### src/design/assert_macros.svh
// Assertion macros shared by the filter RTL.
// Needs clk and arst_n in scope where used; empty bodies for synthesis.
`ifndef ASSERT_MACROS_SVH
`define ASSERT_MACROS_SVH
`ifndef SYNTHESIS
`define ASSERT_IMPLIES(lbl, ante, cons) \
	lbl: assert property (@(posedge clk) disable iff (!arst_n) (ante) |-> (cons)) \
		else $error("same-cycle check failed");
`define ASSERT_NEXT(lbl, ante, cons) \
	lbl: assert property (@(posedge clk) disable iff (!arst_n) (ante) |=> (cons)) \
		else $error("next-cycle check failed");
`else
`define ASSERT_IMPLIES(lbl, ante, cons)
`define ASSERT_NEXT(lbl, ante, cons)
`endif
`endif

### src/design/iirdf2_pkg.sv
// Shared types and constants of the biquad filter.
// No dependencies.
package iirdf2_pkg;

	localparam int COEF_BITS    = 18;
	localparam int COEF_FRAC    = 14;
	localparam int NUM_REGS     = 7;
	localparam int REG_IDX_BITS = 3;
	localparam int ADDR_BITS    = 5;
	localparam int DATA_BITS    = 32;
	localparam int TAP_IDX_BITS = 2;

	typedef logic signed [COEF_BITS-1:0] coef_t;
	typedef logic [REG_IDX_BITS-1:0]     reg_idx_t;
	typedef logic [TAP_IDX_BITS-1:0]     tap_idx_t;
	typedef logic [1:0]                  acc_op_t;
	typedef logic [1:0]                  opnd_sel_t;

	localparam reg_idx_t REG_GAIN  = 3'd0;
	localparam reg_idx_t REG_RECIP = 3'd1;
	localparam reg_idx_t REG_FB1   = 3'd2;
	localparam reg_idx_t REG_FB2   = 3'd3;
	localparam reg_idx_t REG_FF0   = 3'd4;
	localparam reg_idx_t REG_FF1   = 3'd5;
	localparam reg_idx_t REG_FF2   = 3'd6;

	localparam coef_t REG_RESET [NUM_REGS] = '{
		18'sd16384, 18'sd16384, 18'sd0, 18'sd0, 18'sd16384, 18'sd0, 18'sd0
	};

	localparam acc_op_t ACC_HOLD = 2'd0;
	localparam acc_op_t ACC_LOAD = 2'd1;
	localparam acc_op_t ACC_ADD  = 2'd2;
	localparam acc_op_t ACC_SUB  = 2'd3;

	localparam opnd_sel_t OPND_X   = 2'd0;
	localparam opnd_sel_t OPND_TAP = 2'd1;
	localparam opnd_sel_t OPND_V   = 2'd2;

	typedef struct packed {
		logic      x_en;
		logic      mul_en;
		reg_idx_t  coef_sel;
		opnd_sel_t opnd_sel;
		tap_idx_t  tap;
		acc_op_t   acc_op;
		logic      v_en;
		logic      store_en;
		logic      out_en;
	} dp_cmd_t;

endpackage

### src/design/iirdf2_if.sv
// Stream channels of the biquad filter: input samples and filtered results.
// Standalone; width set by the instantiating level.
interface iirdf2_in_if #(
	parameter int SAMPLE_BITS = 16
);
	logic                          valid;
	logic                          ready;
	logic signed [SAMPLE_BITS-1:0] sample_in;

	modport source (output valid, output sample_in, input ready);
	modport sink (input valid, input sample_in, output ready);
endinterface

interface iirdf2_out_if #(
	parameter int SAMPLE_BITS = 16
);
	logic                          valid;
	logic                          ready;
	logic signed [SAMPLE_BITS-1:0] sample_out;
	logic                          clipped;

	modport source (output valid, output sample_out, output clipped, input ready);
	modport sink (input valid, input sample_out, input clipped, output ready);
endinterface

### src/design/iirdf2_regs.sv
// APB coefficient register file of the biquad filter.
// Uses iirdf2_pkg for register indexes and reset values.
module iirdf2_regs (
	input  logic                                 clk,
	input  logic                                 arst_n,
	input  logic                                 psel,
	input  logic                                 penable,
	input  logic                                 pwrite,
	input  logic [iirdf2_pkg::ADDR_BITS-1:0]     paddr,
	input  logic [iirdf2_pkg::DATA_BITS-1:0]     pwdata,
	output logic [iirdf2_pkg::DATA_BITS-1:0]     prdata,
	output logic                                 pready,
	output iirdf2_pkg::coef_t                    coefs [iirdf2_pkg::NUM_REGS]
);
	import iirdf2_pkg::*;

	reg_idx_t reg_idx;
	logic     idx_ok;
	coef_t    coef_q [NUM_REGS];

	assign reg_idx = paddr[ADDR_BITS-1:2];
	assign idx_ok  = (reg_idx < REG_IDX_BITS'(NUM_REGS));
	assign pready  = 1'b1;

	always_ff @(posedge clk or negedge arst_n) begin
		if (!arst_n) begin
			for (int i = 0; i < NUM_REGS; i++) begin
				coef_q[i] <= REG_RESET[i];
			end
		end else if (psel && penable && pwrite && idx_ok) begin
			coef_q[reg_idx] <= coef_t'(pwdata[COEF_BITS-1:0]);
		end
	end

	always_comb begin
		prdata = '0;
		if (idx_ok) begin
			prdata = DATA_BITS'(unsigned'(coef_q[reg_idx]));
		end
	end

	assign coefs = coef_q;

endmodule

### src/design/iirdf2_dp.sv
// Datapath of the biquad filter: shared multiplier, accumulator, delay line,
// rounding, saturation and output word. Uses iirdf2_pkg for the command type.
module iirdf2_dp #(
	parameter int TAPS        = 3,
	parameter int SAMPLE_BITS = 16,
	parameter int STATE_BITS  = 24
) (
	input  logic                          clk,
	input  logic                          arst_n,
	input  iirdf2_pkg::dp_cmd_t           cmd,
	input  iirdf2_pkg::coef_t             coefs [iirdf2_pkg::NUM_REGS],
	input  logic signed [SAMPLE_BITS-1:0] sample_in,
	output logic signed [SAMPLE_BITS-1:0] sample_out,
	output logic                          clipped
);
	import iirdf2_pkg::*;

	localparam int SLOT_W = $clog2(TAPS);
	localparam int MAX_W  = (SAMPLE_BITS > STATE_BITS) ? SAMPLE_BITS : STATE_BITS;
	localparam int DW     = MAX_W + 5;
	localparam int PROD_W = COEF_BITS + DW;
	localparam int ACC_W  = PROD_W + 1;
	localparam int RND_W  = ACC_W - COEF_FRAC;
	localparam int HALF   = 1 << (COEF_FRAC - 1);

	logic signed [SAMPLE_BITS-1:0] x_q;
	logic signed [STATE_BITS-1:0]  delay_q [TAPS];
	logic [SLOT_W-1:0]             slot_q;
	logic signed [PROD_W-1:0]      prod_q;
	logic signed [ACC_W-1:0]       acc_q;
	logic signed [DW-1:0]          v_q;
	logic                          clip_q;
	logic signed [SAMPLE_BITS-1:0] sample_out_q;
	logic                          clipped_q;

	logic [SLOT_W:0]               idx_sum;
	logic [SLOT_W-1:0]             rd_idx;
	coef_t                         coef;
	logic signed [DW-1:0]          opnd;
	logic signed [PROD_W-1:0]      prod_d;
	logic signed [ACC_W-1:0]       prod_ext;
	logic signed [ACC_W-1:0]       acc_half;
	logic signed [ACC_W-1:0]       prod_half;
	logic signed [RND_W-1:0]       acc_rnd;
	logic signed [RND_W-1:0]       prod_rnd;
	logic                          u_fits;
	logic                          y_fits;
	logic signed [STATE_BITS-1:0]  u_sat;
	logic signed [SAMPLE_BITS-1:0] y_sat;

	assign idx_sum = {1'b0, slot_q} + (SLOT_W + 1)'(cmd.tap[SLOT_W-1:0]);
	assign rd_idx  = (idx_sum >= (SLOT_W + 1)'(TAPS)) ?
		SLOT_W'(idx_sum - (SLOT_W + 1)'(TAPS)) : SLOT_W'(idx_sum);

	assign coef = coefs[cmd.coef_sel];

	always_comb begin
		case (cmd.opnd_sel)
			OPND_X:   opnd = DW'(x_q);
			OPND_TAP: opnd = DW'(delay_q[rd_idx]);
			OPND_V:   opnd = v_q;
			default:  opnd = '0;
		endcase
	end

	assign prod_d    = coef * opnd;
	assign prod_ext  = ACC_W'(prod_q);
	assign acc_half  = acc_q + ACC_W'(HALF);
	assign prod_half = prod_ext + ACC_W'(HALF);
	assign acc_rnd   = RND_W'(acc_half >>> COEF_FRAC);
	assign prod_rnd  = RND_W'(prod_half >>> COEF_FRAC);

	assign u_fits = (&prod_rnd[RND_W-1:STATE_BITS-1]) | ~(|prod_rnd[RND_W-1:STATE_BITS-1]);
	assign y_fits = (&acc_rnd[RND_W-1:SAMPLE_BITS-1]) | ~(|acc_rnd[RND_W-1:SAMPLE_BITS-1]);
	assign u_sat  = u_fits ? STATE_BITS'(prod_rnd) :
		{prod_rnd[RND_W-1], {(STATE_BITS-1){~prod_rnd[RND_W-1]}}};
	assign y_sat  = y_fits ? SAMPLE_BITS'(acc_rnd) :
		{acc_rnd[RND_W-1], {(SAMPLE_BITS-1){~acc_rnd[RND_W-1]}}};

	always_ff @(posedge clk) begin
		if (cmd.x_en) begin
			x_q <= sample_in;
		end
		if (cmd.mul_en) begin
			prod_q <= prod_d;
		end
		case (cmd.acc_op)
			ACC_LOAD: acc_q <= prod_ext;
			ACC_ADD:  acc_q <= acc_q + prod_ext;
			ACC_SUB:  acc_q <= acc_q - prod_ext;
			default:  acc_q <= acc_q;
		endcase
		if (cmd.v_en) begin
			v_q <= DW'(acc_rnd);
		end
		if (cmd.store_en) begin
			clip_q <= ~u_fits;
		end
		if (cmd.out_en) begin
			sample_out_q <= y_sat;
			clipped_q    <= clip_q | ~y_fits;
		end
	end

	always_ff @(posedge clk or negedge arst_n) begin
		if (!arst_n) begin
			for (int i = 0; i < TAPS; i++) begin
				delay_q[i] <= '0;
			end
			slot_q <= '0;
		end else begin
			if (cmd.store_en) begin
				delay_q[slot_q] <= u_sat;
			end
			if (cmd.out_en) begin
				slot_q <= (slot_q == '0) ? SLOT_W'(TAPS - 1) : slot_q - 1'b1;
			end
		end
	end

	assign sample_out = sample_out_q;
	assign clipped    = clipped_q;

endmodule

### src/design/iirdf2_ctrl.sv
// Sequencer of the biquad filter: steps the shared multiplier through the
// feedback, scaling and feed-forward products. Uses iirdf2_pkg, assert_macros.svh.
`include "assert_macros.svh"
module iirdf2_ctrl #(
	parameter int TAPS = 3
) (
	input  logic                clk,
	input  logic                arst_n,
	input  logic                in_valid,
	output logic                in_ready,
	output logic                out_valid,
	input  logic                out_ready,
	output iirdf2_pkg::dp_cmd_t cmd
);
	import iirdf2_pkg::*;

	localparam logic [3:0] ST_IDLE    = 4'd0;
	localparam logic [3:0] ST_FB      = 4'd1;
	localparam logic [3:0] ST_FB_LAST = 4'd2;
	localparam logic [3:0] ST_ROUND   = 4'd3;
	localparam logic [3:0] ST_SCALE   = 4'd4;
	localparam logic [3:0] ST_STORE   = 4'd5;
	localparam logic [3:0] ST_FF      = 4'd6;
	localparam logic [3:0] ST_FF_LAST = 4'd7;
	localparam logic [3:0] ST_OUT     = 4'd8;

	localparam tap_idx_t LAST_TAP = TAP_IDX_BITS'(TAPS - 1);
	localparam tap_idx_t TAP_ONE  = TAP_IDX_BITS'(1);

	logic [3:0] state_q;
	logic [3:0] state_d;
	tap_idx_t   tap_q;
	tap_idx_t   tap_d;
	logic       out_valid_q;

	always_comb begin
		state_d      = state_q;
		tap_d        = tap_q;
		in_ready     = 1'b0;
		cmd          = '0;
		cmd.tap      = tap_q;
		cmd.acc_op   = ACC_HOLD;
		cmd.opnd_sel = OPND_TAP;
		cmd.coef_sel = REG_GAIN;
		case (state_q)
			ST_IDLE: begin
				in_ready = 1'b1;
				if (in_valid) begin
					cmd.x_en = 1'b1;
					tap_d    = '0;
					state_d  = ST_FB;
				end
			end
			ST_FB: begin
				cmd.mul_en = 1'b1;
				if (tap_q == '0) begin
					cmd.coef_sel = REG_GAIN;
					cmd.opnd_sel = OPND_X;
				end else begin
					cmd.coef_sel = REG_FB1 + REG_IDX_BITS'(tap_q) - REG_IDX_BITS'(1);
				end
				if (tap_q == TAP_ONE) begin
					cmd.acc_op = ACC_LOAD;
				end else if (tap_q != '0) begin
					cmd.acc_op = ACC_SUB;
				end
				tap_d = tap_q + 1'b1;
				if (tap_q == LAST_TAP) begin
					state_d = ST_FB_LAST;
				end
			end
			ST_FB_LAST: begin
				cmd.acc_op = ACC_SUB;
				state_d    = ST_ROUND;
			end
			ST_ROUND: begin
				cmd.v_en = 1'b1;
				state_d  = ST_SCALE;
			end
			ST_SCALE: begin
				cmd.mul_en   = 1'b1;
				cmd.coef_sel = REG_RECIP;
				cmd.opnd_sel = OPND_V;
				state_d      = ST_STORE;
			end
			ST_STORE: begin
				cmd.store_en = 1'b1;
				tap_d        = '0;
				state_d      = ST_FF;
			end
			ST_FF: begin
				cmd.mul_en   = 1'b1;
				cmd.coef_sel = REG_FF0 + REG_IDX_BITS'(tap_q);
				if (tap_q == TAP_ONE) begin
					cmd.acc_op = ACC_LOAD;
				end else if (tap_q != '0) begin
					cmd.acc_op = ACC_ADD;
				end
				tap_d = tap_q + 1'b1;
				if (tap_q == LAST_TAP) begin
					state_d = ST_FF_LAST;
				end
			end
			ST_FF_LAST: begin
				cmd.acc_op = ACC_ADD;
				state_d    = ST_OUT;
			end
			ST_OUT: begin
				if (!out_valid_q || out_ready) begin
					cmd.out_en = 1'b1;
					state_d    = ST_IDLE;
				end
			end
			default: begin
				state_d = ST_IDLE;
			end
		endcase
	end

	always_ff @(posedge clk or negedge arst_n) begin
		if (!arst_n) begin
			state_q     <= ST_IDLE;
			tap_q       <= '0;
			out_valid_q <= 1'b0;
		end else begin
			state_q <= state_d;
			tap_q   <= tap_d;
			if (cmd.out_en) begin
				out_valid_q <= 1'b1;
			end else if (out_ready) begin
				out_valid_q <= 1'b0;
			end
		end
	end

	assign out_valid = out_valid_q;

	`ASSERT_NEXT(a_take_one_word, in_valid && in_ready, !in_ready)
	`ASSERT_IMPLIES(a_no_overwrite, cmd.out_en, !out_valid_q || out_ready)
	`ASSERT_IMPLIES(a_tap_bound, state_q == ST_FB || state_q == ST_FF, tap_q <= LAST_TAP)
	`ASSERT_IMPLIES(a_word_source, $rose(out_valid_q), $past(state_q) == ST_OUT)

endmodule

### src/design/iir_direct_form_two_filter.sv
// Biquad IIR filter, direct form II; one shared multiplier-accumulator, 18-bit coefficients.
// The result word is registered after the feedback, scale, store and feed-forward steps.
// A new word is taken only after the last result is registered (one shared multiplier).
// A waiting result stalls the sequencer only at its final step.
// Reset (arst_n low, asynchronous) clears the delay line and loads the default coefficients.
module iir_direct_form_two_filter #(
	parameter int TAPS        = 3,
	parameter int SAMPLE_BITS = 16,
	parameter int STATE_BITS  = 24
) (
	input  logic                             clk,
	input  logic                             arst_n,
	iirdf2_in_if.sink                        in_chan,
	iirdf2_out_if.source                     out_chan,
	input  logic                             psel,
	input  logic                             penable,
	input  logic                             pwrite,
	input  logic [iirdf2_pkg::ADDR_BITS-1:0] paddr,
	input  logic [iirdf2_pkg::DATA_BITS-1:0] pwdata,
	output logic [iirdf2_pkg::DATA_BITS-1:0] prdata,
	output logic                             pready
);
	import iirdf2_pkg::*;

	coef_t                         coefs [NUM_REGS];
	dp_cmd_t                       cmd;
	logic                          in_ready;
	logic                          out_valid;
	logic signed [SAMPLE_BITS-1:0] sample_out;
	logic                          clipped;

	iirdf2_regs u_regs (
		.clk     (clk),
		.arst_n  (arst_n),
		.psel    (psel),
		.penable (penable),
		.pwrite  (pwrite),
		.paddr   (paddr),
		.pwdata  (pwdata),
		.prdata  (prdata),
		.pready  (pready),
		.coefs   (coefs)
	);

	iirdf2_ctrl #(
		.TAPS (TAPS)
	) u_ctrl (
		.clk       (clk),
		.arst_n    (arst_n),
		.in_valid  (in_chan.valid),
		.in_ready  (in_ready),
		.out_valid (out_valid),
		.out_ready (out_chan.ready),
		.cmd       (cmd)
	);

	iirdf2_dp #(
		.TAPS        (TAPS),
		.SAMPLE_BITS (SAMPLE_BITS),
		.STATE_BITS  (STATE_BITS)
	) u_dp (
		.clk        (clk),
		.arst_n     (arst_n),
		.cmd        (cmd),
		.coefs      (coefs),
		.sample_in  (in_chan.sample_in),
		.sample_out (sample_out),
		.clipped    (clipped)
	);

	assign in_chan.ready       = in_ready;
	assign out_chan.valid      = out_valid;
	assign out_chan.sample_out = sample_out;
	assign out_chan.clipped    = clipped;

endmodule
### src/flat_wrapper.sv
// flat-port wrapper written by rule: the top's interface ports become plain ports
module iir_direct_form_two_filter_flat import iirdf2_pkg::*;
#(
	parameter int TAPS        = 3,
	parameter int SAMPLE_BITS = 16,
	parameter int STATE_BITS  = 24
)
  (clk, arst_n, psel, penable, pwrite, paddr, pwdata, prdata, pready, in_chan_valid, in_chan_sample_in, in_chan_ready, out_chan_valid, out_chan_sample_out, out_chan_clipped, out_chan_ready);
  iirdf2_in_if #(.SAMPLE_BITS(SAMPLE_BITS)) in_chan_i ();
  iirdf2_out_if #(.SAMPLE_BITS(SAMPLE_BITS)) out_chan_i ();
  input  logic clk;
  input  logic arst_n;
  input  logic psel;
  input  logic penable;
  input  logic pwrite;
  input  logic [iirdf2_pkg::ADDR_BITS-1:0] paddr;
  input  logic [iirdf2_pkg::DATA_BITS-1:0] pwdata;
  output logic [iirdf2_pkg::DATA_BITS-1:0] prdata;
  output logic pready;
  input wire logic [$bits(in_chan_i.valid)-1:0] in_chan_valid;
  input wire logic [$bits(in_chan_i.sample_in)-1:0] in_chan_sample_in;
  output wire logic [$bits(in_chan_i.ready)-1:0] in_chan_ready;
  output wire logic [$bits(out_chan_i.valid)-1:0] out_chan_valid;
  output wire logic [$bits(out_chan_i.sample_out)-1:0] out_chan_sample_out;
  output wire logic [$bits(out_chan_i.clipped)-1:0] out_chan_clipped;
  input wire logic [$bits(out_chan_i.ready)-1:0] out_chan_ready;
  assign in_chan_i.valid = in_chan_valid;
  assign in_chan_i.sample_in = in_chan_sample_in;
  assign in_chan_ready = in_chan_i.ready;
  assign out_chan_valid = out_chan_i.valid;
  assign out_chan_sample_out = out_chan_i.sample_out;
  assign out_chan_clipped = out_chan_i.clipped;
  assign out_chan_i.ready = out_chan_ready;
  iir_direct_form_two_filter #(.TAPS(TAPS), .SAMPLE_BITS(SAMPLE_BITS), .STATE_BITS(STATE_BITS)) u_core (.clk(clk), .arst_n(arst_n), .in_chan(in_chan_i), .out_chan(out_chan_i), .psel(psel), .penable(penable), .pwrite(pwrite), .paddr(paddr), .pwdata(pwdata), .prdata(prdata), .pready(pready));
endmodule
### config.mk
export PLATFORM = sky130hd
export DESIGN_NAME = iir_direct_form_two_filter_flat
export DESIGN_NICKNAME = d
export VERILOG_FILES = /design/src/design/iirdf2_pkg.sv /design/src/design/iirdf2_if.sv /design/src/design/iirdf2_regs.sv /design/src/design/iirdf2_dp.sv /design/src/design/iirdf2_ctrl.sv /design/src/design/iir_direct_form_two_filter.sv /design/src/flat_wrapper.sv
export VERILOG_INCLUDE_DIRS = /design/src /design/src/design
export SDC_FILE = /design/constraint.sdc
export NUM_CORES = 2
export LEC_CHECK = 0
export ABC_AREA = 1
export BUFFER_PORTS_ARGS = -buffer_cell sky130_fd_sc_hd__buf_4
export CORE_AREA = 2 2 269 271
export CTS_CLUSTER_DIAMETER = 200
export DETAILED_ROUTE_END_ITERATION = 12
export DIE_AREA = 0 0 271 273
export GPL_ROUTABILITY_DRIVEN = 0
export MAX_ROUTING_LAYER = met4
export PLACE_DENSITY = 0.83
export SLEW_MARGIN = 20
export SYNTH_ARGS = -nofsm -noshare
export SYNTH_HDL_FRONTEND = slang
export SYNTH_SLANG_ARGS = --single-unit
### constraint.sdc
create_clock -name clk -period 11 [get_ports clk]
set_input_delay 2.2 -clock clk [delete_from_list [all_inputs] [get_ports clk]]
set_output_delay 2.2 -clock clk [all_outputs]
set_load 0.01 [all_outputs]
== Yosys cells after proc, flatten, opt, wreduce, memory -nomap -nowiden ==
Index checks and enable logic that the tools add are counted.

* Multiply operators: 1
* Div/mod/pow operators: 0
* Reduce and logical (&&, ||, !) cells: 22
* Magnitude comparators: 8
* Muxes and demuxes: 47
* Add/sub/neg operators: 11
* Shifts and indexed selects: 0
* Equal/unequal tests: 19
* Bitwise gates (word level): 13

{| class="wikitable"
|+ Operators with widths
! operator !! number
|-
| case mux 48 bit (3 select lines) || 1
|-
| bitwise mux 126 bit || 1
|-
| binary-select mux 18 bit (select 3 bit) || 2
|-
| 2-to-1 mux 18 bit || 6
|-
| 2-to-1 mux 24 bit || 4
|-
| case mux 29 bit (3 select lines) || 1
|-
| bitwise mux 72 bit || 1
|-
| demux 18 bit (select 3 bit) || 1
|-
| adder 47 x 15 -> 48 bit, second input constant || 1
|-
| adder 48 x 15 -> 48 bit, second input constant || 1
|-
| adder 48 x 47 -> 48 bit || 1
|-
| binary-select mux 24 bit (select 2 bit) || 1
|-
| demux 24 bit (select 2 bit) || 1
|-
| subtractor 48 x 47 -> 48 bit || 1
|-
| multiplier 18 x 29 -> 47 bit || 1
|-
| case mux 4 bit (9 select lines) || 1
|-
| AND reduction 19 bit || 1
|-
| OR reduction 19 bit || 1
|-
| == test 4 x 3 -> 1 bit, second input constant || 4
|-
| 2-to-1 mux 16 bit || 1
|-
| 2-to-1 mux 4 bit || 4
|-
| 2-to-1 mux 2 bit || 7
|-
| case mux 4 bit (3 select lines) || 1
|-
| AND reduction 11 bit || 1
|-
| other kinds (39) || 76
|}

* Memory bits (read-only): 0
* Logic and storage cells: 142
* Memories kept: 0
* Register bits after elaboration: 365
* Output and inout port bits: 52
* Memory bits (writable): 0
* Latch bits: 0
* Input port bits: 60

== Logic depth before layout (Yosys ltp) ==
* Depth after elaboration: 9
* Gate-level depth with buffers: 43
* Mapped depth without buffers: 41

== Cells and area by module ==
A second synthesis with hierarchy kept.

* Cell total of the unflattened synthesis: 5876
* Area, all modules: 43777.0 um^2

{| class="wikitable"
|+ By module, submodules not included
! module !! cells each !! area each (um^2) !! sequential area each (um^2) !! times used
|-
| iirdf2_dp || 4869 || 36502.5 || 6596.3 || 1
|-
| iirdf2_regs || 915 || 6627.6 || 3156.8 || 1
|-
| iirdf2_ctrl || 92 || 646.9 || 175.2 || 1
|}

== Worst setup path before layout ==
No wires, ideal clock.

* Kind: register to register
* Start: register u_core.u_ctrl.tap_q[0]
* End: register u_core.u_dp.prod_q[39], data pin
* Arrival: 7.472 ns
* Buffers on the path: 1
* Setup time: 0.265 ns
* Data required time: 10.735 ns
* Path slack: 3.263 ns
* Clock period less this slack: 7.737 ns
* Stages on the path, launching flop included: 35
* Cells stage by stage: dfrtp_1 > ha_1 > inv_1 > fa_1 > inv_1 > ha_1 > a21oi_2 > nand2_1 > nand2_2 > inv_2 > or2_1 > o21ai_1 > nand2_1 > nand3_2 > inv_2 > buf_2 > nor2_1 > fa_1 > fa_1 > ha_1 > inv_1 > fa_1 > inv_1 > fa_1 > inv_1 > fa_1 > inv_1 > ha_1 > nand2_1 > nor2_1 > inv_1 > nor4_1 > nand3b_1 > o211ai_1 > xor2_1

* Longest elaborated chain between the ends: 9
* Elaborated cells between the ends (all ways): 25
* Those cells by class: add/sub (5); mul (1); order compare (1); eq/ne (2); mux (12); bitwise (2); reduce/logical (2)

{| class="wikitable"
|+ RTL lines
! item !! RTL line !! text
|-
| start, declared || iirdf2_ctrl.sv:32 || <nowiki>tap_idx_t tap_q;</nowiki>
|-
| start signal, assigned || iirdf2_ctrl.sv:127 || <nowiki>tap_q <= tap_d;</nowiki>
|-
| adder 2 x 2 -> 3 bit, on equally long branches || iirdf2_ctrl.sv:60, iirdf2_dp.sv:51 ||
|-
| subtractor 3 x 1 -> 3 bit (tied with other cells) || iirdf2_ctrl.sv:60 || <nowiki>cmd.coef_sel = REG_FB1 + REG_IDX_BITS'(tap_q) - REG_IDX_BITS'(1);</nowiki>
|-
| 2-to-1 mux 3 bit or 2-to-1 mux 2 bit (tied branches) || iirdf2_ctrl.sv:56, iirdf2_dp.sv:52 ||
|-
| case mux 4 bit (3 select lines) or NOT 2 -> 3 bit (tied branches) || iirdf2_ctrl.sv:45, iirdf2_dp.sv:60 ||
|-
| NOT 3 -> 4 bit (not written as such) or binary-select mux 24 bit (select 2 bit) (tied branches) || iirdf2_dp.sv:55, iirdf2_dp.sv:60 ||
|-
| binary-select mux 18 bit (select 3 bit) or 2-to-1 mux 24 bit (tied branches) || iirdf2_dp.sv:55, iirdf2_dp.sv:60 ||
|-
| 2-to-1 mux 18 bit (not written as such) or 2-to-1 mux 24 bit (tied branches) || iirdf2_dp.sv:55, iirdf2_dp.sv:60 ||
|-
| 2-to-1 mux 18 bit (not written as such) or case mux 29 bit (3 select lines) (tied branches) || iirdf2_dp.sv:55, iirdf2_dp.sv:58 ||
|-
| multiplier 18 x 29 -> 47 bit (*) || iirdf2_dp.sv:66 || <nowiki>assign prod_d = coef * opnd;</nowiki>
|-
| via u_core.u_dp.prod_d[39] || iirdf2_dp.sv:40 || <nowiki>logic signed [PROD_W-1:0] prod_d;</nowiki>
|-
| end signal, assigned || iirdf2_dp.sv:85 || <nowiki>prod_q <= prod_d;</nowiki>
|-
| end, declared || iirdf2_dp.sv:29 || <nowiki>logic signed [PROD_W-1:0] prod_q;</nowiki>
|}

The timed path passes the listed nets; every way through them passes the cells marked *. The select of a mux whose other input is x is not followed.
A chain may end at the register's enable or synchronous reset.

== Final worst setup path ==
* Start: register u_core.u_ctrl.tap_q[0]
* End: register u_core.u_dp.prod_q[36], data pin

The elaborated chain is that of the path after synthesis.

==> metrics.yaml <==
status: "finished, final reports clean"
finish.net_count: 6237
ff2ff_path_depth: 31
coreArea_um2: 71000
io_buffers: 80
ys_async_sr_fraction_pct: 56.7
finalSetupViolations: 0
holdPathStages: 2
drc: 0
num_vias: 38100
clkTransAtPathRegs_ns: 0.07
clockBufferDepth: 3
required_ns: 11.41
crit_fanout: 33
slowest_delay_ns: 0.66
maxSlewViolCount: 0
max_slew_margin_pct: 28.5
rsz0062_at_grt: "no"
fin_tns_setup_ns: 0
cts_made_buffers: 39
fp.dieArea_um2: 74000
avgViaCountPerCell: 5.89
yosysWarnings: 0
slowest_stage: "a21oi_2"
drive_above_1_share_pct: 6.23
avgSynthCellArea_um2: 7.69
synth_seq_cells: 365
hold_class: "register to register"
postCtsSetupRepairBufs: 0
synthMuxAreaShare_pct: 0
synthAdderAreaFrac_pct: 29.3
insertion_delay_ns: 0.61
routedWlPerCell_um: 20.1
dp_hpwl_um: 101000
holdBufCountCts: 0
synth_edf_count: 158
die_x_um: 271
synth-simple-area-share_pct: 22.1
fin_skew_ns: 0.0526
grt_pass1_vias: 38000
antenna_cells: 0
grt_max_degree: 73
boundaryPins: 112
yosysSeqAreaShare_pct: 23.5
postRouteAntennaNets: 0
cts_tree: "built"
cts.sinks: 365
synth_compound_area_share_pct: 10.1
crit_type: "register to register"
post_cts_resized: 0
die_height_um: 273
layout-area-overhead-vs-synth_pct: 6.07
start_util_pct: 59.5
synthFlopType: "dfrtp_1"
hold_viol_final: 0
first_pass_iters: 10
grt_usage_pct: 36.4
start_kind: "register"
drt-total-wl_um: 130000
synth_cells: 5488
grt_pass1_wl_um: 204000
clock.fmax_mhz: 101
endpoint_kind: "register"
fin_crit_sh_pct: 89.9
root_buffer: "clkbuf_16"
drtIter0Drc: 5040
antenna_found_initial: 0
synth_top_family_by_area: "adder cells"
worstMarginPinSlew_ns: 1.07
maxCapViolCount: 0
rows: 98
synth_cell_types: 64
crit_arrival_ns: 10.30
min_period_ns: 9.89
h-tree-depth: 2
syn_area_um2: 42200
synthXorXnorAreaFrac_pct: 3.11
grt-ovfl-total: 0
-- through the flow --
stage / std cells / instance area [um^2] / worst slack [ns] / hold slack [ns] / util, %
floorplan: 5501 / 42300 / 3.26 / 0.441 / -
global placement: 6402 / 43500 / 1.71 / 0.456 / 61.3
detailed placement: 6402 / 43500 / 1.49 / 0.457 / 61.3
CTS: 6474 / 44800 / 1.47 / 0.474 / 63.1
global route: 6474 / 44800 / 0.739 / 0.498 / 63.1
finish: 6474 / 44800 / 1.11 / 0.473 / 63.1
-- state kept, by name, indices dropped and copies added, names as in the netlist, 4 cells and up --
register and cells:
u_core.u_dp.x_q 16, u_core.u_ctrl.state_q 4, u_core.u_dp.acc_q 48, u_core.u_dp.v_q 29, u_core.u_regs.coefs 126, u_core.u_dp.delay_q 72
u_core.u_dp.sample_out 16, u_core.u_dp.prod_q 47
-- per-layer routing --
metal	part of all wire, %	vias to the layer above	GRT usage, %
li1	-	16900	-
met1	35	17800	43.2
met2	44	2670	54.9
met3	14	732	10.6
met4	7.5	0	22.5
met5	0	-	-
-- final timing paths --
| kind | endpoint | slack (ns) | start |
|---|---|---|---|
| worst min-delay path | u_core.u_dp.delay_q[35] | 0.47 | u_core.u_dp.delay_q[35] |
| min in group asynchronous | u_core.u_ctrl.state_q[0] | 1.55 | arst_n |
| max in group asynchronous | u_core.u_regs.coefs[72] | 8.09 | arst_n |
| worst max register to register | u_core.u_dp.prod_q[36] | 1.11 | u_core.u_ctrl.tap_q[0] |
| worst max-delay path | u_core.u_dp.prod_q[36] | 1.11 | u_core.u_ctrl.tap_q[0] |
| worst min register to register | u_core.u_dp.delay_q[35] | 0.47 | u_core.u_dp.delay_q[35] |
-- worst max-delay path, delay by kind of cell (launching register included) --
kind                       cells  cell delay, ns
xor gates and xnor gates       1            0.28
AOI/OAI and AO/OA              5            1.36
and+or+nand+nor                7            1.95
buffers and inverters          8            1.31
adders and majority gates     10            4.29
DFF                            1            0.46
-- logic make-up after synthesis --
logic type	Yosys count
xor+xnor	150
compound gates	743
buf+inv	1256
other cells	2
fa+ha+maj	684
flops	365
simple gates	2288
-- layout make-up --
type                    instances  area (um^2)
clock buffers                  52         1040
clock inverters                20          225
fillers                      5926        26200
inverters                    1079         4050
multi-input cells            3880        27400
flip-flops and latches        365         9930
well taps                     950         1190
repair buffers                128          968
-- placed cells by master, fill, tap and decap left out, types with 112 or more instances in the layout --
master,n
ha_1,177
dfrtp_1,204
buf_4,127
fa_1,507
edfxtp_1,158
a21oi_1,182
nand3_1,146
nor2_1,641
xor2_1,112
nand2_1,1291
o21ai_0,325
inv_1,1040
-- synthesized netlist by cell type, drive strengths merged (41+ instances only) --
master	number	share of area, %
nand3	151	1.8
inv	1079	9.6
o21ai	359	4.3
dfrtp	204	12
clkbuf	61	0.55
fa	507	24
nor2	673	6.2
ha	177	5.2
nand4	41	0.61
xor2	112	2.3
edfxtp	158	11
a21oi	196	2.4
nand2	1334	12
buf	116	1.8
Power is not shown: default switching activity piles up to over one toggle a cycle in this logic, so the estimate is an artifact.
